==> config.mk <==
export PLATFORM = sky130hd
export DESIGN_NAME = irs_emit_flat
export DESIGN_NICKNAME = d
export VERILOG_FILES = /design/src/hw/rtl/irs_pkg.sv /design/src/hw/rtl/irs_stream_if.sv /design/src/hw/rtl/irs_emit.sv /design/src/flat_wrapper.sv
export SDC_FILE = /design/constraint.sdc
export NUM_CORES = 1
export LEC_CHECK = 0
export BUFFER_PORTS_ARGS = -buffer_cell sky130_fd_sc_hd__buf_2
export CAP_MARGIN = 25
export CORE_UTILIZATION = 25
export CTS_BUF_LIST = sky130_fd_sc_hd__clkbuf_2
export DETAILED_ROUTE_END_ITERATION = 10
export PLACE_DENSITY = 0.76
export REMOVE_ABC_BUFFERS = 1
export SLEW_MARGIN = 20
export SYNTH_ARGS = -nofsm -noshare
export SYNTH_HDL_FRONTEND = slang
export SYNTH_SLANG_ARGS = --single-unit
==> constraint.sdc <==
create_clock -name clk -period 1.2 [get_ports clk]
set_clock_uncertainty 0.1 [all_clocks]
set_input_delay 0 -clock clk [delete_from_list [all_inputs] [get_ports clk]]
set_output_delay 0 -clock clk [all_outputs]
set_load 0.02 [all_outputs]
==> src/hw/rtl/irs_pkg.sv <==
// irs_pkg: shared types and constants for the integer image rescaler.
// Holds the stream word layouts, the emitter request and the register indexes.
// No dependencies; compiled first.
package irs_pkg;

  // Pixel and field widths
  localparam int COMP_W     = 8;
  localparam int RGB_W      = 3 * COMP_W;
  // Scale register width, also the width of a copy count (scale never exceeds 8)
  localparam int COPY_W     = 4;
  localparam int CFG_IDX_W  = 2;
  localparam int CFG_DATA_W = 12;
  // Row counter reach
  localparam int ROW_CNT_W  = 11;
  localparam int ROWS_W     = 12;
  localparam logic [ROWS_W-1:0] ROW_LIMIT = 12'd2048;

  // Register indexes
  localparam logic [CFG_IDX_W-1:0] REG_DIRECTION = 2'd0;
  localparam logic [CFG_IDX_W-1:0] REG_SCALE     = 2'd1;
  localparam logic [CFG_IDX_W-1:0] REG_SRC_COLS  = 2'd2;
  localparam logic [CFG_IDX_W-1:0] REG_SRC_ROWS  = 2'd3;

  // Direction and input mode codes
  localparam logic DIR_DOWN     = 1'b0;
  localparam logic DIR_UP       = 1'b1;
  localparam logic MODE_PIXEL   = 1'b0;
  localparam logic MODE_ADVANCE = 1'b1;

  typedef struct packed {
    logic              mode;
    logic [COMP_W-1:0] red_in;
    logic [COMP_W-1:0] green_in;
    logic [COMP_W-1:0] blue_in;
  } pix_in_t;

  typedef struct packed {
    logic [COMP_W-1:0] red_out;
    logic [COMP_W-1:0] green_out;
    logic [COMP_W-1:0] blue_out;
    logic              run_last;
    logic              row_end;
    logic              frame_end;
  } pix_out_t;

  // One burst of identical output words, handed from the control to the emitter
  typedef struct packed {
    logic [RGB_W-1:0]  rgb;
    logic              from_mem;
    logic [COPY_W-1:0] count;
    logic              rend;
    logic              fend;
  } emit_req_t;

endpackage

==> src/hw/rtl/irs_stream_if.sv <==
// irs_stream_if: valid/ready stream channel carrying one payload word.
// The payload type is set where the channel is instantiated (irs_pkg types).
// No dependencies.
interface irs_stream_if #(
  parameter type payload_t = logic
);
  logic     valid;
  logic     ready;
  payload_t payload;

  modport source (output valid, output payload, input ready);
  modport sink   (input valid, input payload, output ready);
endinterface

==> src/hw/rtl/irs_emit.sv <==
// irs_emit: replicates one pixel into a burst of output words, one per cycle unless
// ready stalls, via a registered output stage. Depends on irs_pkg and irs_stream_if.
module irs_emit (
  input  logic                         clk,
  input  logic                         rst,
  input  logic                         load,
  input  irs_pkg::emit_req_t           req,
  input  logic [irs_pkg::RGB_W-1:0]    mem_data,
  output logic                         can_load,
  irs_stream_if.source                 scaled
);
  import irs_pkg::*;

  logic              busy;
  logic [COPY_W-1:0] left;
  logic              from_mem;
  logic [RGB_W-1:0]  rgb;
  logic              rend;
  logic              fend;
  logic              o_valid;
  pix_out_t          o_word;

  logic              take_ok;
  logic              step;
  logic              final_copy;
  logic [RGB_W-1:0]  cur_rgb;

  // Output register frees when empty or being taken
  assign take_ok    = !o_valid || scaled.ready;
  assign step       = busy && take_ok;
  assign final_copy = (left == COPY_W'(1));
  assign can_load   = !busy || (step && final_copy);
  // Replay words come from the line store read register, held until next load
  assign cur_rgb    = from_mem ? mem_data : rgb;

  // Burst control
  always_ff @(posedge clk) begin
    if (rst) begin
      busy <= 1'b0;
    end else if (load) begin
      busy <= 1'b1;
    end else if (step && final_copy) begin
      busy <= 1'b0;
    end
  end

  // Burst payload and copy count
  always_ff @(posedge clk) begin
    if (load) begin
      left     <= req.count;
      from_mem <= req.from_mem;
      rgb      <= req.rgb;
      rend     <= req.rend;
      fend     <= req.fend;
    end else if (step) begin
      left <= left - COPY_W'(1);
    end
  end

  // Output stage
  always_ff @(posedge clk) begin
    if (rst) begin
      o_valid <= 1'b0;
    end else if (take_ok) begin
      o_valid <= busy;
    end
  end

  always_ff @(posedge clk) begin
    if (step) begin
      o_word.red_out   <= cur_rgb[2*COMP_W +: COMP_W];
      o_word.green_out <= cur_rgb[COMP_W +: COMP_W];
      o_word.blue_out  <= cur_rgb[0 +: COMP_W];
      o_word.run_last  <= final_copy;
      o_word.row_end   <= final_copy && rend;
      o_word.frame_end <= final_copy && fend;
    end
  end

  assign scaled.valid   = o_valid;
  assign scaled.payload = o_word;

  // A new burst is never loaded over one still in flight
  a_load_free: assert property (@(posedge clk) disable iff (rst) load |-> can_load)
    else $error("burst loaded while emitter busy");
  // A live burst always owes at least one word
  a_left_nonzero: assert property (@(posedge clk) disable iff (rst)
    busy |-> (left != '0))
    else $error("emitter busy with no copies left");
  // Frame end only on the last word of a row and of its burst
  a_frame_marks: assert property (@(posedge clk) disable iff (rst)
    (o_valid && o_word.frame_end) |-> (o_word.row_end && o_word.run_last))
    else $error("frame_end without row_end and run_last");

endmodule

==> src/flat_wrapper.sv <==
// flat-port wrapper written by rule: the top's interface ports become plain ports
module irs_emit_flat import irs_pkg::*;
  (clk, rst, load, req, mem_data, can_load, scaled_valid, scaled_payload, scaled_ready);
  irs_stream_if scaled_i ();
  input  logic clk;
  input  logic rst;
  input  logic load;
  input  irs_pkg::emit_req_t req;
  input  logic [irs_pkg::RGB_W-1:0] mem_data;
  output logic can_load;
  output wire logic [$bits(scaled_i.valid)-1:0] scaled_valid;
  output wire logic [$bits(scaled_i.payload)-1:0] scaled_payload;
  input wire logic [$bits(scaled_i.ready)-1:0] scaled_ready;
  assign scaled_valid = scaled_i.valid;
  assign scaled_payload = scaled_i.payload;
  assign scaled_i.ready = scaled_ready;
  irs_emit u_core (.clk(clk), .rst(rst), .load(load), .req(req), .mem_data(mem_data), .can_load(can_load), .scaled(scaled_i));
endmodule
# Word-level counts from Yosys, hierarchy flattened
# Index checks and enable logic that the tools add are counted.
# W data, S select, Z words.
# totals
ff_bits	8
in_bits	59
word_cells	20
# classes
add_sub_neg	1
n_mux	4
n_reduce_logical	9
n_eq_ne	1
# op_table
cell	n
$mux W4	2
$eq A4 B1 Y1 const B	1
$reduce_bool A2 Y1	2
$sub A4 B1 Y4 const B	1
$logic_and A1 B1 Y1	3
$logic_not A1 Y1	2
$logic_or A1 B1 Y1	2
$mux W1	2

# Longest topological paths before layout
# Gate-level depths: netlist of run 1.
# logic_depth
word_depth	6
ltp_mapped	4

# Worst setup path before layout of run 1
# Ideal clock, no wire load.
# synth_timing
path_kind	reg2reg
from	register u_core.left[1]
to	register u_core.left[3], data pin
synth_period_minus_slack_ns	1.284
setup_ns	0.152
path_stages_with_launch	3
t_arrival_ns	1.032
setup_slack_ns	-0.084
path_buffers	0
required_ns	0.948
path_cell_list	edfxtp_1 or4_1 a31oi_1
# synth_between
elab_chain_cells	3
# synth_lines
element	line	source
start: declaration	irs_emit.sv:15	logic [COPY_W-1:0] left;
start signal: assignment	irs_emit.sv:50	left <= req.count;
start signal: assignment	irs_emit.sv:56	left <= left - COPY_W'(1);
$sub A4 B1 Y4	irs_emit.sv:56	
$mux W4	irs_emit.sv:55	end else if (step) begin
$mux W4	irs_emit.sv:49	if (load) begin
# No other way between the ends. The select of a mux whose other input is x is not followed.
# A chain may end at the register's enable or synchronous reset.

# Worst setup path after layout of run 1
# layout_timing
from	register u_core.left[1]
to	output can_load
# layout_between
elab_chain_cells	3
# layout_lines
element	line	source
$eq A4 B1 Y1	irs_emit.sv:31	assign final_copy = (left == COPY_W'(1));
$logic_and A1 B1 Y1	irs_emit.sv:32	assign can_load = !busy || (step && final_copy);
$logic_or A1 B1 Y1	irs_emit.sv:32	
end: declaration	flat_wrapper.sv:10	output logic can_load;
# No other way between the ends.

==> qor.yml, run 1 <==
die_w_um: 41.2
place_congestion: 0.708
synthFlopType: "edfxtp_1"
cts_tree: "yes"
n_antenna_cell: 0
min_to: "u_core.left[3]"
synth.largest_area_cell: "edfxtp_1"
max_freq_mhz: 677
min_period_ns: 1.48
rsz0062_at_grt: "true"
ant_nets: 0
r2r_end: "u_core.left[3]"
worst_slack_ns: -0.277
ios: 62
cts_root_buf: "clkbuf_2"
track_usage_pct: 13.9
ys_types: 19
drcViolationCount: 0
postSynthCellCount: 33
cts.path.max_buffers: 2
yosysSeqAreaShare_pct: 57.3
cp-end-kind: "output port"
placed_cell_area_um2: 488
p_per_area_nw_per_um2: 1180
seq_area_um2: 220
via_per_inst: 4.69
status: "finished with violations"
drt-wirelength-per-cell_um: 13.5
p_sw_mw: 0.235
p_int_mw: 0.554
grt_max_degree: 9
required_ns: 1.10
worstHoldPathCells: 3
post-route-period-util_pct: 123
synth_most_common_cell: "edfxtp_1"
antenna_found_initial: 0
die-area_um2: 1700
leakage_nw: 0.300
drt_pass1_iterations: 4
yosys_warnings: 0
first_iter_violations: 9
tns_ns: -1.32
fillers: 141
maxCapViolCount: 0
peakVddDrop_uv: 425
worstRegToRegCells: 3
finalNetCount: 124
path_max_fanout: 3
syn_avg_cell_area_um2: 11.6
setup_violations: 7
grt_pass1_wl_mm: 1.40
hp-class: "in2reg"
rrSetupSlack_ns: -0.24
synth.ff_latch_count: 8
overflow: 0
rows: 13
slew_headroom_pct: 81.6
synthArstFlopShare_pct: 0
die_y_um: 41.2
critical_path_class: "reg2out"
wirelength_mm: 1.04
clockPowerShare_pct: 26.0
drive_gt1_share_pct: 50.0
finalHoldViolCount: 0
grt_pass1_vias: 335
cts_buffers: 3
fin_area_um2: 668
comb_power_share_pct: 29.2
reg2reg_from: "u_core.left[0]"
vias: 361
switching_share_pct: 29.8
pre_cts_slack_ns: -0.181
io_buffers: 11
hpwl_um: 579
worstMarginPinSlew_ns: 0.273
slew_viol_final: 0
synthTopCellsByArea: "edfxtp_1, dfxtp_1, ha_1"
worstSkewPairLatency_ns: 0.26
coreArea_um2: 1370
cts_sinks: 8
violations: "setup timing"
yosysTopAreaCellShare_pct: 46.9
synth_edf_count: 6
initial_core_util_pct: 28.1
area_delta_synth_final_pct: 73.9
p_seq_share_pct: 44.8
htreeDepth: 1
clkSlewWorstSetupHoldPaths_ns: 0.10
total_power_mw: 0.789
hp-start: "req[5]"
critPathLaunchType: "flop"
netlist_area_um2: 384
arrival_ns: 1.38
multi_input_area_um2: 199
yosys-top-cells-count: "edfxtp_1, inv_1"
==> through the flow <==
step	hold slack (ns)	instances	util, %
floorplan	-0.0309	33	-
global placement	0.0776	63	35.7
detailed placement	0.0781	63	35.7
CTS	0.000439	76	46.7
global route	0.0122	77	48.9
finish	0.0144	77	48.9
==> logic make-up (layout without fill, tap and decap cells) <==
family	Yosys count	count (layout)	synth area share (%)
xor+xnor	1	1	2.28
mux	1	1	2.93
compound gates	8	8	13.7
flops	8	8	57.3
buf+inv	4	33	3.91
fa+ha+maj	2	2	6.51
simple gates	9	9	13.4
==> worst max path at each step <==
stage | from | endpoint | slack, ns | depth (start not counted)
after floorplan | u_core.left[1] | u_core.left[3] | -0.08 | 2
after global placement | u_core.left[1] | u_core.left[3] | -0.1 | 2
after detailed placement | u_core.left[1] | u_core.scaled.payload | -0.18 | 4
after CTS | u_core.left[1] | can_load | -0.28 | 5
after global routing | u_core.left[1] | can_load | -0.32 | 5
final | u_core.left[1] | can_load | -0.28 | 5
==> layout by cell type, fill, tap and decap left out <==
master	instances
inv_4	1
mux2_4	1
a311oi_1	1
inv_2	1
edfxtp_1	6
buf_6	4
buf_2	10
and2_4	1
nand2b_1	1
clkbuf_2	4
or4_1	1
a21o_1	2
buf_4	5
nor2b_1	1
dfxtp_1	2
dlygate4sd3_1	6
a31oi_1	1
o21ai_1	2
and2_1	1
inv_1	2
nand2_1	2
o31ai_1	1
a21oi_1	1
xnor2_2	1
nor3b_4	1
ha_4	2
nor2_1	1
==> worst max-delay path, stage by stage, from the launching register on <==
cell      delay, ns
edfxtp_1       0.43
inv_2          0.10
ha_4           0.12
nor3b_4        0.20
a21o_1         0.15
buf_6          0.11
==> final cells by class <==
type                       count  share of cell area (%)
sequential                     8                    33.0
multi-input combinational     21                    29.8
timing repair buffer          25                    28.8
clock buffer                   4                    3.00
tap                           15                    2.81
inverter                       4                    2.62
==> state kept, by name (all words and copies together) (netlist names) <==
signal                 count
u_core.scaled.valid        1
u_core.busy                1
u_core.scaled.payload      1
u_core.fend                1
u_core.left                4
==> power groups by stage <==
stage                     registers (mW)  logic, mW  clock network, mW
final                              0.353      0.230              0.205
after global placement             0.353      0.125                  0
after floorplan                    0.359     0.0603                  0
after CTS                          0.349      0.203              0.207
after global routing               0.355      0.249              0.215
after detailed placement           0.355      0.128                  0
==> what timing repair did <==
action                                  CTS  global route
hold endpoints to repair                  7             0
setup buffers                             4             1
hold buffers                              6             0
pin swaps                                 5             3
endpoints found under the setup margin    6             7
gates resized for setup                  14             5
==> layer usage <==
metal  GRT usage [%]  wire [µm]  part of all wire (%)  up-vias
li1                -          -                     -      177
met4            7.26         33                   3.2        0
met5               0          0                     0        -
met1            14.5        435                    42      158
met2            25.4        507                    49       21
met3            3.26         64                   6.1        5
(Power assumes the default switching activity.)
==> run 2: changes to the inputs <==
Settings changed: SETUP_SLACK_MARGIN set to 0.02.
==> run 2 against run 1 <==
Compared with the run above: the flow still finishes with violations (setup timing); cell count unchanged; sequential share of layout area unchanged; sequential power about the same; clock-buffer cell count unchanged; critical path depth unchanged; first-iteration DRC count unchanged; worst setup slack improved by 0.0037 ns; routed wire length increased by 1.2%; highest routed layer unchanged.
==> qor.yml, run 2 (synthesized netlist as in run 1, its figures left out) <==
area_delta_synth_final_pct: 73.9  # unchanged
die_y_um: 41.2  # unchanged
io_buffers: 11  # unchanged
vias: 361  # unchanged
initial_core_util_pct: 28.1  # unchanged
critPathTopFamily: "flip-flops"
seq_area_um2: 220  # unchanged
hpwl_um: 579  # unchanged
placed_cell_area_um2: 488  # unchanged
die_w_um: 41.2  # unchanged
ant_nets: 0  # unchanged
htreeDepth: 1  # unchanged
cts.path.max_buffers: 2  # unchanged
critPathLaunchType: "flop"
overflow: 0  # unchanged
grt_max_degree: 9  # unchanged
tns_ns: -1.31  # +0.00956 ns
path_max_fanout: 3  # unchanged
maxCapViolCount: 0  # unchanged
fin_area_um2: 668  # unchanged
drcViolationCount: 0  # unchanged
max_freq_mhz: 679  # +0.25%
worstHoldPathCells: 3  # unchanged
finalHoldViolCount: 0  # unchanged
final_common_cell: "buf_2"
antenna_found_initial: 0  # unchanged
die-area_um2: 1700  # unchanged
layout_common_cells: "buf_2, dlygate4sd3_1, edfxtp_1, buf_4"
critical_path_class: "reg2out"
reg2reg_from: "u_core.left[0]"
peakVddDrop_uv: 405  # -4.6%
hp-class: "in2reg"
n_antenna_cell: 0  # unchanged
grt_pass1_wl_mm: 1.44  # +3.0%
drt_pass1_iterations: 4  # unchanged
hp-start: "req[5]"
arrival_ns: 1.37  # about the same
cts_tree: "yes"
finalNetCount: 124  # unchanged
slew_headroom_pct: 81.7  # +0.12 points
status: "finished with violations"
grt_pass1_vias: 343  # +2.4%
rrSetupSlack_ns: -0.24  # about the same
regMostFlops: "u_core.left"
slew_viol_final: 0  # unchanged
cts_sinks: 8  # unchanged
total_power_mw: 0.787  # -0.21%
required_ns: 1.10  # about the same
clkSlewWorstSetupHoldPaths_ns: 0.10  # about the same
rsz0062_at_grt: "true"
p_per_area_nw_per_um2: 1180  # -0.21%
via_per_inst: 4.69  # unchanged
slowest_delay_ns: 0.43  # about the same
track_usage_pct: 14.2  # +0.34 points
fillers: 141  # unchanged
worst_slack_ns: -0.273  # +0.00369 ns
cp-end-kind: "output port"
violations: "setup timing"
post-route-period-util_pct: 123  # -0.31 points
pre_cts_slack_ns: -0.181  # unchanged
cts_buffers: 3  # unchanged
coreArea_um2: 1370  # unchanged
setup_violations: 7  # unchanged
min_to: "u_core.left[3]"
wirelength_mm: 1.05  # +1.2%
drive_gt1_share_pct: 50.0  # unchanged
min_period_ns: 1.47  # -0.00369 ns
first_iter_violations: 9  # unchanged
post-route-util_pct: 48.9  # unchanged
r2r_end: "u_core.left[3]"
cts_root_buf: "clkbuf_2"
place_congestion: 0.708  # unchanged
worst-path-buf-inv: 2  # unchanged
largest_reg_flops: 4  # unchanged
worstRegToRegCells: 3  # unchanged
ios: 62  # unchanged
cp_cell_sequence: "inv_2, ha_4, nor3b_4, a21o_1, buf_6"
slowest_stage: "edfxtp_1"
worstSkewPairLatency_ns: 0.26  # about the same
multi_input_area_um2: 199  # unchanged
worstMarginPinSlew_ns: 0.272  # -0.00183 ns
drt-wirelength-per-cell_um: 13.7  # +1.2%
rows: 13  # unchanged
leakage_nw: 0.300  # unchanged
## run 2: tightest hold or removal path, cell delays in order
cell and delay, ns:
buf_2 0.08, nor2b_1 0.03, a31oi_1 0.14
## run 2: final cells by class
| cell class | instances | share of cell area, % |
|---|---|---|
| multi-input cells | 21 | 29.8 |
| well taps | 15 | 2.81 |
| clock buffers | 4 | 3.00 |
| flip-flops and latches | 8 | 33.0 |
| inverters | 4 | 2.62 |
| repair buffers | 25 | 28.8 |
## run 2: where the power goes
group          total [mW]  switching [mW]  internal (mW)
logic               0.230          0.0971          0.133
clock network       0.204           0.116         0.0885
registers           0.353          0.0210          0.332
total               0.787           0.234          0.554
## run 2: worst max path at each step
| stage | from | end | slack (ns) | cells after the start |
|---|---|---|---|---|
| floorplan | u_core.left[1] | u_core.left[3] | -0.08 | 2 |
| global placement | u_core.left[1] | u_core.left[3] | -0.1 | 2 |
| detailed placement | u_core.left[1] | u_core.scaled.payload | -0.18 | 4 |
| finish | u_core.left[1] | can_load | -0.27 | 5 |
| global route | u_core.left[1] | can_load | -0.32 | 5 |
| CTS | u_core.left[1] | can_load | -0.28 | 5 |
## run 2: what timing repair did
action,in CTS,in global routing
endpoints found under the hold margin,7,0
pin swaps,5,3
gates resized for setup,16,3
hold buffers,6,0
buffers inserted,4,1
setup endpoints to repair,7,7
## run 2: metal layers
| layer | vias to the layer above | wire length (µm) | global-route usage (%) |
|---|---|---|---|
| li1 | 177 | - | - |
| met1 | 163 | 431 | 15.1 |
| met2 | 17 | 533 | 25.8 |
| met3 | 4 | 66 | 3.26 |
| met4 | 0 | 23 | 7.26 |
| met5 | - | 0 | 0 |
## run 2: per-stage QoR
stage	hold WS, ns	cells
final	0.0121	77
after global placement	0.0776	63
after detailed placement	0.0781	63
after floorplan	-0.0309	33
after CTS	0.000439	76
after global routing	0.0122	77
